[config.mk]
export PLATFORM = sky130hd
export DESIGN_NAME = lpt_front
export DESIGN_NICKNAME = d
export VERILOG_FILES = /design/src/design/lpt_pkg.sv /design/src/design/lpt_front.sv
export SDC_FILE = /design/constraint.sdc
export NUM_CORES = 2
export LEC_CHECK = 0
export BUFFER_PORTS_ARGS = -buffer_cell sky130_fd_sc_hd__buf_2
export CAP_MARGIN = 10
export CORE_AREA = 2 2 308 310
export CTS_CLUSTER_SIZE = 25
export DETAILED_ROUTE_END_ITERATION = 10
export DIE_AREA = 0 0 310 312
export GPL_ROUTABILITY_DRIVEN = 0
export PLACE_DENSITY = 0.89
export SYNTH_ARGS = -nofsm -noshare
export SYNTH_HDL_FRONTEND = slang
export SYNTH_SLANG_ARGS = --single-unit
[constraint.sdc]
create_clock -name clk_i -period 6.8 [get_ports clk_i]
set_input_delay 0.68 -clock clk_i [delete_from_list [all_inputs] [get_ports clk_i]]
set_output_delay 0.68 -clock clk_i [all_outputs]
set_load 0.03 [all_outputs]
[src/design/lpt_pkg.sv]
// Shared types, register indexes and helpers of the laser plane triangulation block.
package lpt_pkg;

  // Width of the divisor magnitude and of the partial remainder.
  localparam int unsigned MD_W = 58;
  // Quotient bits produced by the divider, one per stage.
  localparam int unsigned Q_W = 32;
  // Cycles from an accepted item to its result strobe.
  localparam int unsigned LATENCY = 41;
  localparam int unsigned CFG_IDX_W = 4;

  // Configuration register indexes.
  localparam logic [CFG_IDX_W-1:0] REG_INV_R0C0  = 4'd0;
  localparam logic [CFG_IDX_W-1:0] REG_INV_R0C1  = 4'd1;
  localparam logic [CFG_IDX_W-1:0] REG_INV_R0C2  = 4'd2;
  localparam logic [CFG_IDX_W-1:0] REG_INV_R1C1  = 4'd3;
  localparam logic [CFG_IDX_W-1:0] REG_INV_R1C2  = 4'd4;
  localparam logic [CFG_IDX_W-1:0] REG_PLANE_SX  = 4'd5;
  localparam logic [CFG_IDX_W-1:0] REG_PLANE_SY  = 4'd6;
  localparam logic [CFG_IDX_W-1:0] REG_PLANE_OFS = 4'd7;

  localparam logic signed [65:0] MAX32 = 66'sd2147483647;
  localparam logic signed [65:0] MIN32 = -66'sd2147483648;

  typedef enum logic [1:0] {
    ST_VALID     = 2'd0,
    ST_PARALLEL  = 2'd1,
    ST_SATURATED = 2'd2
  } status_e;

  typedef struct packed {
    logic [15:0] u_pixel;
    logic [15:0] v_pixel;
    logic        last_in_set;
  } in_item_t;

  typedef struct packed {
    logic signed [31:0] x_cam;
    logic signed [31:0] y_cam;
    logic signed [31:0] z_cam;
    status_e            point_status;
    logic               last_out;
  } res_item_t;

  typedef struct packed {
    logic signed [31:0] inv_row0_col0;
    logic signed [31:0] inv_row0_col1;
    logic signed [31:0] inv_row0_col2;
    logic signed [31:0] inv_row1_col1;
    logic signed [31:0] inv_row1_col2;
    logic signed [31:0] plane_slope_x;
    logic signed [31:0] plane_slope_y;
    logic signed [31:0] plane_offset;
  } cfg_t;

  // Per-item values that ride along the pipeline.
  typedef struct packed {
    logic signed [31:0] xn;
    logic signed [31:0] yn;
    logic               sat;
    logic               par;
    logic               neg;
    logic               last;
  } side_t;

  // State of one item inside the divider.
  typedef struct packed {
    logic [MD_W-1:0] rem;
    logic [Q_W-1:0]  low;
    logic [Q_W-1:0]  quo;
    logic [MD_W-1:0] md;
    logic            ovf;
    side_t           side;
  } div_t;

  typedef struct packed {
    logic signed [31:0] val;
    logic               sat;
  } clamp_t;

  // Clamp a wide signed value to 32 bits and flag the clamp.
  function automatic clamp_t clamp32(input logic signed [65:0] x);
    clamp_t r;
    r.sat = 1'b0;
    r.val = 32'(x);
    if (x > MAX32) begin
      r.sat = 1'b1;
      r.val = 32'sh7FFF_FFFF;
    end else if (x < MIN32) begin
      r.sat = 1'b1;
      r.val = 32'sh8000_0000;
    end
    return r;
  endfunction

endpackage

[src/design/lpt_front.sv]
// Pixel to normalized camera coordinates: two pipeline stages.
module lpt_front import lpt_pkg::*; (
  input  logic     clk_i,
  input  logic     rst_ni,
  input  logic     valid_i,
  input  in_item_t item_i,
  input  cfg_t     cfg_i,
  output logic     valid_o,
  output side_t    side_o
);

  logic               v1_q, v2_q;
  logic signed [47:0] p00_q, p01_q, p11_q;
  logic signed [47:0] p00_d, p01_d, p11_d;
  logic               last1_q;
  logic signed [50:0] sx, sy;
  clamp_t             cx, cy;
  side_t              side_d, side_q;

  // Products of the pixel coordinates with the inverse intrinsic entries.
  always_comb begin
    p00_d = $signed(cfg_i.inv_row0_col0) * $signed({1'b0, item_i.u_pixel});
    p01_d = $signed(cfg_i.inv_row0_col1) * $signed({1'b0, item_i.v_pixel});
    p11_d = $signed(cfg_i.inv_row1_col1) * $signed({1'b0, item_i.v_pixel});
  end

  // Sums with 32 fraction bits, rounded to 24 fraction bits and clamped.
  always_comb begin
    sx = 51'(p00_q) + 51'(p01_q) + (51'($signed(cfg_i.inv_row0_col2)) <<< 4) + 51'sd128;
    sy = 51'(p11_q) + (51'($signed(cfg_i.inv_row1_col2)) <<< 4) + 51'sd128;
    cx = clamp32(66'(sx >>> 8));
    cy = clamp32(66'(sy >>> 8));
    side_d.xn   = cx.val;
    side_d.yn   = cy.val;
    side_d.sat  = cx.sat | cy.sat;
    side_d.par  = 1'b0;
    side_d.neg  = 1'b0;
    side_d.last = last1_q;
  end

  // Valid bits.
  always_ff @(posedge clk_i or negedge rst_ni) begin
    if (!rst_ni) begin
      v1_q <= 1'b0;
      v2_q <= 1'b0;
    end else begin
      v1_q <= valid_i;
      v2_q <= v1_q;
    end
  end

  // Payload registers.
  always_ff @(posedge clk_i) begin
    p00_q   <= p00_d;
    p01_q   <= p01_d;
    p11_q   <= p11_d;
    last1_q <= item_i.last_in_set;
    side_q  <= side_d;
  end

  assign valid_o = v2_q;
  assign side_o  = side_q;

endmodule

==> impl_metrics.tcl <==
set metrics [dict create \
    status "complete, but fails checks" \
    violations "design-rule violations" \
    ant_nets 0 \
    synth_seq_cells 209 \
    insertion_delay_ps 590 \
    grt_pass1_wl_microns 292000 \
    seq_area_frac_synth_pct 6.46 \
    place_inst 9020 \
    synth_top_area_share_pct 46.1 \
    synth_area_leader_cell "fa_1" \
    ys.flop_type "dfxtp_1" \
    portBuffers 262 \
    cp_common_cell "fa_1" \
    yosysWarnings 0 \
    cts_root_buf "clkbuf_16" \
    cpPeakStageDelay_ps 660 \
    crit_path_end_kind "register" \
    ios 361 \
    grt_max_degree 41 \
    hold_viol 0 \
    die-area_sq_um 96700 \
    setup_violations 0 \
    coreArea_sq_um 93000 \
    initial_core_util_pct 69.7 \
    skew_ps 18.1 \
    avgSynthCellArea_sq_um 8.85 \
    startpoint_type "input port" \
    antenna_found_initial 26 \
    wire_per_inst_microns 20.0 \
    cts_sinks 209 \
    first_pass_iters 11 \
    drive_gt1_share_pct 11.1 \
    overflow 0 \
    synth.distinct_cells 79 \
    cts_tree "done" \
    route.detailed.drc 2 \
    path_delay_family "adder cells" \
    path_clk_slew_ps 60 \
    synth_area_sq_um 64900 \
    drv_cap 0 \
    track_usage_pct 38.2 \
    htreeDepth 1 \
    critical_path.max_fanout 11 \
    worst_slew_pin_slew_ps 815 \
    post-route-period-util_pct 99.3 \
    drt_iter0_drc 5995 \
    finalNonFillerCells 9082 \
    worstPathRequired_ps 7300 \
    grt_pass1_vias 58795 \
    wirelength_microns 182000 \
    fp.dieW_microns 310 \
    cp_slowest_cell "fa_2" \
    max_slew_margin_pct 45.7 \
    crit_type "in2reg" \
    holdWs_ps 196 \
    tns_ps 0 \
    fin_crit_ps 6750 \
    finalMaxSlewViolations 0 \
    die_h_microns 312 \
    timing.fmax_mhz 148 \
    cp.arrival_ps 7250 \
    clockBufferDepth 3 \
    async_reset_ff_share_pct 0.957 \
    synthCells 7327 \
    via_per_inst 5.89 \
    syn_to_final_growth_pct 10.3 \
    yosys-top-cells-area "fa_1 46%, inv_1 11%, ha_1 10%, dfxtp_1 6.4%, nand2_1 6.2%" \
    min_path_type "in2reg" \
    numCtsBuffers 24 \
    vias 53457 \
    critical_path_buf_inv_count 7 \
    nets 10109 \
    dp_hpwl_microns 148000 \
    rows 112 \
    synth-edff-count 0 \
]
[registers in the layout (all words and copies together), names as in the netlist]
signal and count:
v1_q 1, p11_q 44, last1_q 1, p00_q 48, valid_o 1, p01_q 48
side_o 66
[what timing repair did]
item	4_1_cts	5_1_grt
setup endpoints to repair	0	27
hold endpoints to repair	2	0
hold buffers	1	0
setup buffers	0	5
gates resized for setup	0	55
[final timing paths]
path	startpoint	endpoint	slack, ps	cells past startpoint
worst min-delay path	item_i[0]	last1_q$_DFF_P_	200	1
worst min register to register	last1_q$_DFF_P_	side_o[0]$_DFF_P_	330	0
worst max-delay path	cfg_i[234]	p00_q[45]$_DFF_P_	50	27
worst max register to register	p00_q[6]$_DFF_P_	side_o[64]$_SDFF_PN1_	640	18
max in group asynchronous	rst_ni	v1_q$_DFF_PN0_	6300	2
min in group asynchronous	rst_ni	valid_o$_DFF_PN0_	410	2
[cell usage after synthesis, drive strengths merged (7+ instances only)]
| library cell | count |
|---|---|
| a211oi | 16 |
| nor2b | 23 |
| fa | 1495 |
| o21a | 17 |
| o211ai | 12 |
| and3 | 25 |
| nor4 | 7 |
| o21ai | 93 |
| nand4 | 30 |
| or3 | 12 |
| or2 | 10 |
| xor2 | 88 |
| nor3 | 25 |
| o21bai | 29 |
| a21o | 131 |
| xnor2 | 150 |
| nand3 | 47 |
| a21oi | 264 |
| and2 | 584 |
| nand2 | 1073 |
| nor2 | 93 |
| nand2b | 28 |
| inv | 1920 |
| clkbuf | 284 |
| a31oi | 23 |
| ha | 524 |
| dfxtp | 207 |
| buf | 12 |
[kinds of logic (layout without fill, tap and decap cells)]
group,Yosys count,count (layout),share of synthesized area [%]
AOI/OAI and AO/OA,665,665,6.58
DFF,209,209,6.46
and+or+nand+nor,1976,1976,14.5
buffers and inverters,2216,2704,12.9
xor gates and xnor gates,238,238,3.21
other,1,14,0.00578
muxes,3,3,0.0501
adders and majority gates,2019,2019,56.2
[stage by stage]
step | setup slack (ps) | area, sq um | util [%]
4_1_cts | 32.9 | 71300 | 76.6
6_report | 47.5 | 71500 | 76.9
5_1_grt | -125 | 71500 | 76.9
2_1_floorplan | 4.90 | 64900 | -
3_5_place_dp | -463 | 70400 | 75.7
3_3_place_gp | -315 | 70400 | 75.7
[metal layers]
layer | GRT usage [%] | share of wire, % | vias up
li1 | - | - | 22412
met5 | 0 | 0.095 | -
met4 | 23.7 | 7.9 | 30
met2 | 62.7 | 48 | 3650
met3 | 9.31 | 11 | 1182
met1 | 45.2 | 33 | 26183
[cell usage in the layout, fill, tap and decap left out, types with 22 or more instances in the layout]
master     instances
a21oi_1          242
dfxtp_1          207
nand4_1           30
nor3_1            22
xnor2_1          150
nand2b_1          28
and2_1           583
nor2_1            92
fa_1            1489
buf_4            457
o21bai_1          29
nand3_1           45
clkbuf_16         24
nor2b_1           22
ha_1             521
xor2_1            88
inv_1           1920
o21ai_0           83
a21o_1           131
nand2_1         1072
and3_1            24
buf_2            252
[cell type report]
cell class	instances	area, sq um
sequential	209	4190
multi-input combinational	4903	52500
fill	5403	21500
clock buffer	27	622
clock inverter	17	229
antenna	12	30.0
tap	1254	1570
timing repair buffer	740	5170
inverter	1920	7210
Power is left out: the tool's default activity adds up to more than one toggle a clock period on the data nets, which glitch-free logic cannot reach.
