## src/design/lpt_pkg.sv

```systemverilog
// Shared types, register indexes and helpers of the laser plane triangulation block.
package lpt_pkg;

  // Width of the divisor magnitude and of the partial remainder.
  localparam int unsigned MD_W = 58;
  // Quotient bits produced by the divider, one per stage.
  localparam int unsigned Q_W = 32;
  // Cycles from an accepted item to its result strobe.
  localparam int unsigned LATENCY = 41;
  localparam int unsigned CFG_IDX_W = 4;

  // Configuration register indexes.
  localparam logic [CFG_IDX_W-1:0] REG_INV_R0C0  = 4'd0;
  localparam logic [CFG_IDX_W-1:0] REG_INV_R0C1  = 4'd1;
  localparam logic [CFG_IDX_W-1:0] REG_INV_R0C2  = 4'd2;
  localparam logic [CFG_IDX_W-1:0] REG_INV_R1C1  = 4'd3;
  localparam logic [CFG_IDX_W-1:0] REG_INV_R1C2  = 4'd4;
  localparam logic [CFG_IDX_W-1:0] REG_PLANE_SX  = 4'd5;
  localparam logic [CFG_IDX_W-1:0] REG_PLANE_SY  = 4'd6;
  localparam logic [CFG_IDX_W-1:0] REG_PLANE_OFS = 4'd7;

  localparam logic signed [65:0] MAX32 = 66'sd2147483647;
  localparam logic signed [65:0] MIN32 = -66'sd2147483648;

  typedef enum logic [1:0] {
    ST_VALID     = 2'd0,
    ST_PARALLEL  = 2'd1,
    ST_SATURATED = 2'd2
  } status_e;

  typedef struct packed {
    logic [15:0] u_pixel;
    logic [15:0] v_pixel;
    logic        last_in_set;
  } in_item_t;

  typedef struct packed {
    logic signed [31:0] x_cam;
    logic signed [31:0] y_cam;
    logic signed [31:0] z_cam;
    status_e            point_status;
    logic               last_out;
  } res_item_t;

  typedef struct packed {
    logic signed [31:0] inv_row0_col0;
    logic signed [31:0] inv_row0_col1;
    logic signed [31:0] inv_row0_col2;
    logic signed [31:0] inv_row1_col1;
    logic signed [31:0] inv_row1_col2;
    logic signed [31:0] plane_slope_x;
    logic signed [31:0] plane_slope_y;
    logic signed [31:0] plane_offset;
  } cfg_t;

  // Per-item values that ride along the pipeline.
  typedef struct packed {
    logic signed [31:0] xn;
    logic signed [31:0] yn;
    logic               sat;
    logic               par;
    logic               neg;
    logic               last;
  } side_t;

  // State of one item inside the divider.
  typedef struct packed {
    logic [MD_W-1:0] rem;
    logic [Q_W-1:0]  low;
    logic [Q_W-1:0]  quo;
    logic [MD_W-1:0] md;
    logic            ovf;
    side_t           side;
  } div_t;

  typedef struct packed {
    logic signed [31:0] val;
    logic               sat;
  } clamp_t;

  // Clamp a wide signed value to 32 bits and flag the clamp.
  function automatic clamp_t clamp32(input logic signed [65:0] x);
    clamp_t r;
    r.sat = 1'b0;
    r.val = 32'(x);
    if (x > MAX32) begin
      r.sat = 1'b1;
      r.val = 32'sh7FFF_FFFF;
    end else if (x < MIN32) begin
      r.sat = 1'b1;
      r.val = 32'sh8000_0000;
    end
    return r;
  endfunction

endpackage

```

## src/design/lpt_div_stage.sv

```systemverilog
// One restoring division stage: one quotient bit per cycle.
module lpt_div_stage import lpt_pkg::*; (
  input  logic clk_i,
  input  logic rst_ni,
  input  logic valid_i,
  input  div_t div_i,
  output logic valid_o,
  output div_t div_o
);

  logic          v_q;
  logic [MD_W:0] trial;
  logic          take;
  div_t          div_d, div_q;

  // Bring down the next numerator bit and subtract the divisor if it fits.
  always_comb begin
    trial     = {div_i.rem, div_i.low[Q_W-1]};
    take      = (trial >= {1'b0, div_i.md});
    div_d     = div_i;
    div_d.rem = take ? MD_W'(trial - {1'b0, div_i.md}) : MD_W'(trial);
    div_d.low = {div_i.low[Q_W-2:0], 1'b0};
    div_d.quo = {div_i.quo[Q_W-2:0], take};
  end

  always_ff @(posedge clk_i or negedge rst_ni) begin
    if (!rst_ni) begin
      v_q <= 1'b0;
    end else begin
      v_q <= valid_i;
    end
  end

  always_ff @(posedge clk_i) begin
    div_q <= div_d;
  end

  assign valid_o = v_q;
  assign div_o   = div_q;

endmodule

```

## config.mk

```make
export PLATFORM = sky130hd
export DESIGN_NAME = lpt_div_stage
export DESIGN_NICKNAME = d
export VERILOG_FILES = /design/src/design/lpt_pkg.sv /design/src/design/lpt_div_stage.sv
export SDC_FILE = /design/constraint.sdc
export NUM_CORES = 1
export LEC_CHECK = 0
export BUFFER_PORTS_ARGS = -buffer_cell sky130_fd_sc_hd__buf_2
export CAP_MARGIN = 20
export CORE_AREA = 2 2 198 200
export DETAILED_ROUTE_END_ITERATION = 6
export DIE_AREA = 0 0 200 202
export GPL_TIMING_DRIVEN = 0
export PLACE_DENSITY = 0.53
export SLEW_MARGIN = 30
export SYNTH_ARGS = -nofsm -noshare
export SYNTH_HDL_FRONTEND = slang
export SYNTH_SLANG_ARGS = --single-unit
```

## constraint.sdc

```tcl
create_clock -name clk_i -period 0.8 [get_ports clk_i]
set_clock_uncertainty 0.05 [all_clocks]
set_input_delay 0.08 -clock clk_i [delete_from_list [all_inputs] [get_ports clk_i]]
set_output_delay 0.08 -clock clk_i [all_outputs]
set_load 0.01 [all_outputs]
```

==> summary.txt <==
Cells and area
  • Share of cells above drive strength 1: about three fifths
  • Fin nets: 2095
  • Cell Count, Final, Fillers Out: 2327
  • Area growth from synthesis to layout: 110.4%
  • Fillers: 3389

Global routing
  • GRT overflow: 0
  • Number of global-route vias before repair: 10890
  • Initial antenna violation count: 15
  • Gr usage total: 22.11%
  • Largest net degree at the start of global routing: 16
  • First-pass GRT wire length: between 60 and 70 mm

Route
  • DR vias/cell: 4.441
  • Detailed Route WL: between 40 and 50 mm
  • # DRC: 0
  • DR WL/cell: just over 20 um
  • First-pass iteration count of the detailed router: 5
  • Vias: 10340
  • DRT antenna net count: 0
  • Starting DRC count in detailed routing: 450

Setup path
  • Worst EP arrival: 2.71 ns
  • Largest stage delay, worst path: 0.32 ns
  • Slowest CP cell: o31ai_4
  • Cell mode on critical path: o31ai_4
  • CP Max Fanout: 6
  • CP endpoint: div_o[234]
  • WS Path Type: in2reg
  • Worst setup SP type: input port
  • Worst EP required: ~1.2 ns
  • Setup crit end kind: flop
  • CP cell instances: buf_8 > inv_4 > ha_4 > nand2_4 > o211ai_1 > a21oi_4 > o31ai_4 > a211oi_4 > o31ai_4 > nor2_2 > o31a_1 > buf_6 > inv_12 > buf_12 > mux2_4
  • Worst setup path startpoint: div_i[87]

Timing
  • Slew margin rel.: 65.56%
  • Crit path time final: 2.306 ns
  • Setup violators final: 308
  • Max-slew violations: 0
  • Fin. Hold Viols: 6
  • Setup TNS: -167.16 ns
  • Final setup margin: -1.506 ns
  • Max Freq: between 0.4 and 0.5 GHz
  • RSZ-0062 raised after global routing: true
  • Final Cycle Share: 288.2%
  • Hold WS: -0.3038 ns
  • Actual slew at the worst max-slew pin: 0.5112 ns

Clock tree
  • TritonCTS clock tree: yes
  • TritonCTS buffer count: 29
  • Max clock buf depth: 3
  • # H-tree levels: 1
  • Clock Root Buffer: clkbuf_16
  • Worst-path clk slew: ~0.06 ns
  • CTS Sinks: 249

Floorplanning
  • Die X: 200 um
  • Ports: 502
  • Core box area: 38290 um2
  • Initial core utilization: around a quarter
  • Chip Height: between 200 and 250 um
  • Rows: 72
  • Die area: about 40000 um2

Power and ir drop
  • P_int: 27.93 mW
  • Switching Fraction: 28.97%
  • PwrDens: 1984 nW/um2
  • Reg power frac: 36.1%
  • Clock group share of total power: 34.8%
  • Worst IR Drop VDD: 0.001678 V
  • Pwr Total: 39.32 mW
  • NetSw: ~11 mW
  • Leak pwr: 8.978 nW
  • Combinational power share: between 20% and 30%

Synth
  • Post-synthesis register bit count: approximately 250
  • Mean post-synth cell area: 10.09 um2
  • Area leader, netlist: dfxtp_1
  • Post-synth EDFFs: 0
  • Asr flop ratio synth: 0.4016%
  • Dominant cells by area after synthesis: dfxtp_1 (53%), ha_1 (7.7%), a21oi_1 (5.3%)
  • Synth warnings: 0
  • Syn_nets: approximately 1200
  • Top-area cell type share of the netlist area: 52.72%
  • Post-Syn Instances: 933
  • Post-synth top flop: dfxtp_1
  • Register area share after synthesis: between 50% and 60%
  • Synth Cell Area: 9418 um2
  • Synth cell types: 63

Hold path
  • Hold Crit Class: in2reg
  • Cells on Worst Hold Path: 2
  • Worst hold start: div_i[204]

Run
  • Max_cap viols: 0

Status
  • Status: complete, but fails checks
  • Failing checks: negative hold slack, negative setup slack

Placement
  • Detail Placement HPWL: 33.21 mm
  • I/O Buffers: 499
  • GP Congestion: 0.8206
  • Inst Count DP: 1950
## cell usage in the layout (no fill, tap or decap), drive strengths merged, types with 3 or more instances in the layout
master	synthesis	layout
a211oi	3	3
a21boi	5	5
a21o	49	49
a21oi	107	107
a221oi	3	3
a31oi	5	5
and2	4	4
and3	4	4
and4	3	3
buf	17	597
bufinv	0	3
clkbuf	20	50
clkinv	0	8
dfxtp	248	248
diode	0	3
dlygate4sd3	0	248
ha	58	58
inv	73	76
mux2	12	12
mux2i	3	3
nand2	37	37
nand3	9	9
nand3b	3	3
nand4	25	25
nor2	86	86
nor2b	6	6
nor3	5	5
nor4	3	3
o211ai	4	4
o21a	9	9
o21ai	30	30
o21bai	15	15
o31a	3	3
o31ai	5	5
xnor2	33	33
xor2	19	19
## state kept, by name, indices dropped and copies added (netlist names)
register / cells
div_o: 248
valid_o: 1
## synthesized netlist by cell type, types with 4 or more instances
master	count
nand4_1	25
o21a_1	9
a21oi_1	99
inv_1	72
ha_1	58
xor2_1	19
nand2_1	37
nor2b_1	6
buf_2	5
o211ai_1	4
nor2_1	86
nor3_1	5
clkbuf_1	20
o21ai_0	25
o21ai_1	5
xnor2_1	33
dfxtp_1	248
o21bai_1	15
mux2_2	12
buf_4	7
nand3_1	9
a31oi_1	5
a21oi_2	8
and3_1	4
a21boi_0	4
and2_1	4
a21o_1	49
## power groups by stage
stage	Clock [mW]	Combinational, mW	Sequential [mW]
after detailed placement	0	7.30	14.1
after global placement	0	7.28	14.1
final	13.7	11.5	14.2
after global routing	14.6	12.2	14.3
after floorplan	0	3.51	14.7
after CTS	14.1	10.6	14.1
## per-layer routing
layer  track usage [%]  wire, um
met5                 0       149
met4             8.571      1886
met3             6.057      3904
met2             40.10     23940
met1             24.21     17860
## stage by stage
stage	cell area [um2]	hold WS [ns]	worst slack, ns	utilization, %
floorplan	9832	-0.2656	-1.719	-
global placement	12980	-0.1956	-2.673	33.90
detailed placement	12980	-0.1934	-2.663	33.90
CTS	18870	-0.4752	-1.456	49.29
global route	19810	-0.3344	-1.565	51.75
finish	19820	-0.3038	-1.506	51.76
## logic make-up (layout without fill, tap and decap cells)
logic type | count (synthesis) | after routing | synth area share [%]
flops | 249 | 249 | 52.98
compound gates | 254 | 254 | 17.58
other cells | 1 | 4 | 0.03982
fa+ha+maj | 59 | 59 | 7.918
simple gates | 193 | 193 | 9.579
mux | 15 | 15 | 1.754
buf+inv | 110 | 983 | 5.314
xor+xnor | 52 | 52 | 4.836
## worst max-delay path, delay by kind of cell
kind / cells / cell delay, ns
AOI/OAI and AO/OA: 6 / 1.34
buffers and inverters: 5 / 0.52
adders and majority gates: 1 / 0.31
muxes: 1 / 0.31
and+or+nand+nor: 2 / 0.14
## how the worst min path moves through the flow
stage	endpoint
6_report	div_o[205]
5_1_grt	div_o[205]
4_1_cts	div_o[79]
3_5_place_dp	valid_o
3_3_place_gp	valid_o
2_1_floorplan	valid_o
## timing repair
item                                    4_1_cts  5_1_grt
pin swaps                                    69       40
gates cloned                                  7        1
gates resized for setup                     540      195
endpoints found under the hold margin       249       14
endpoints found under the setup margin      308      308
buffers inserted                             70       12
hold buffers                                237       11
## area by class of cell
| type | instances | area (um2) | share of cell area (%) |
|---|---|---|---|
| flip-flops and latches | 249 | 5191 | 26.20 |
| well taps | 518 | 648.1 | 3.271 |
| repair buffers | 833 | 6980 | 35.23 |
| clock inverters | 15 | 182.7 | 0.9218 |
| multi-input cells | 574 | 5324 | 26.87 |
| plain buffers | 24 | 359.1 | 1.812 |
| diodes | 3 | 7.507 | 0.03788 |
| inverters | 73 | 324.1 | 1.635 |
| clock buffers | 38 | 799.5 | 4.035 |
Power figures use the tool's default switching activity.
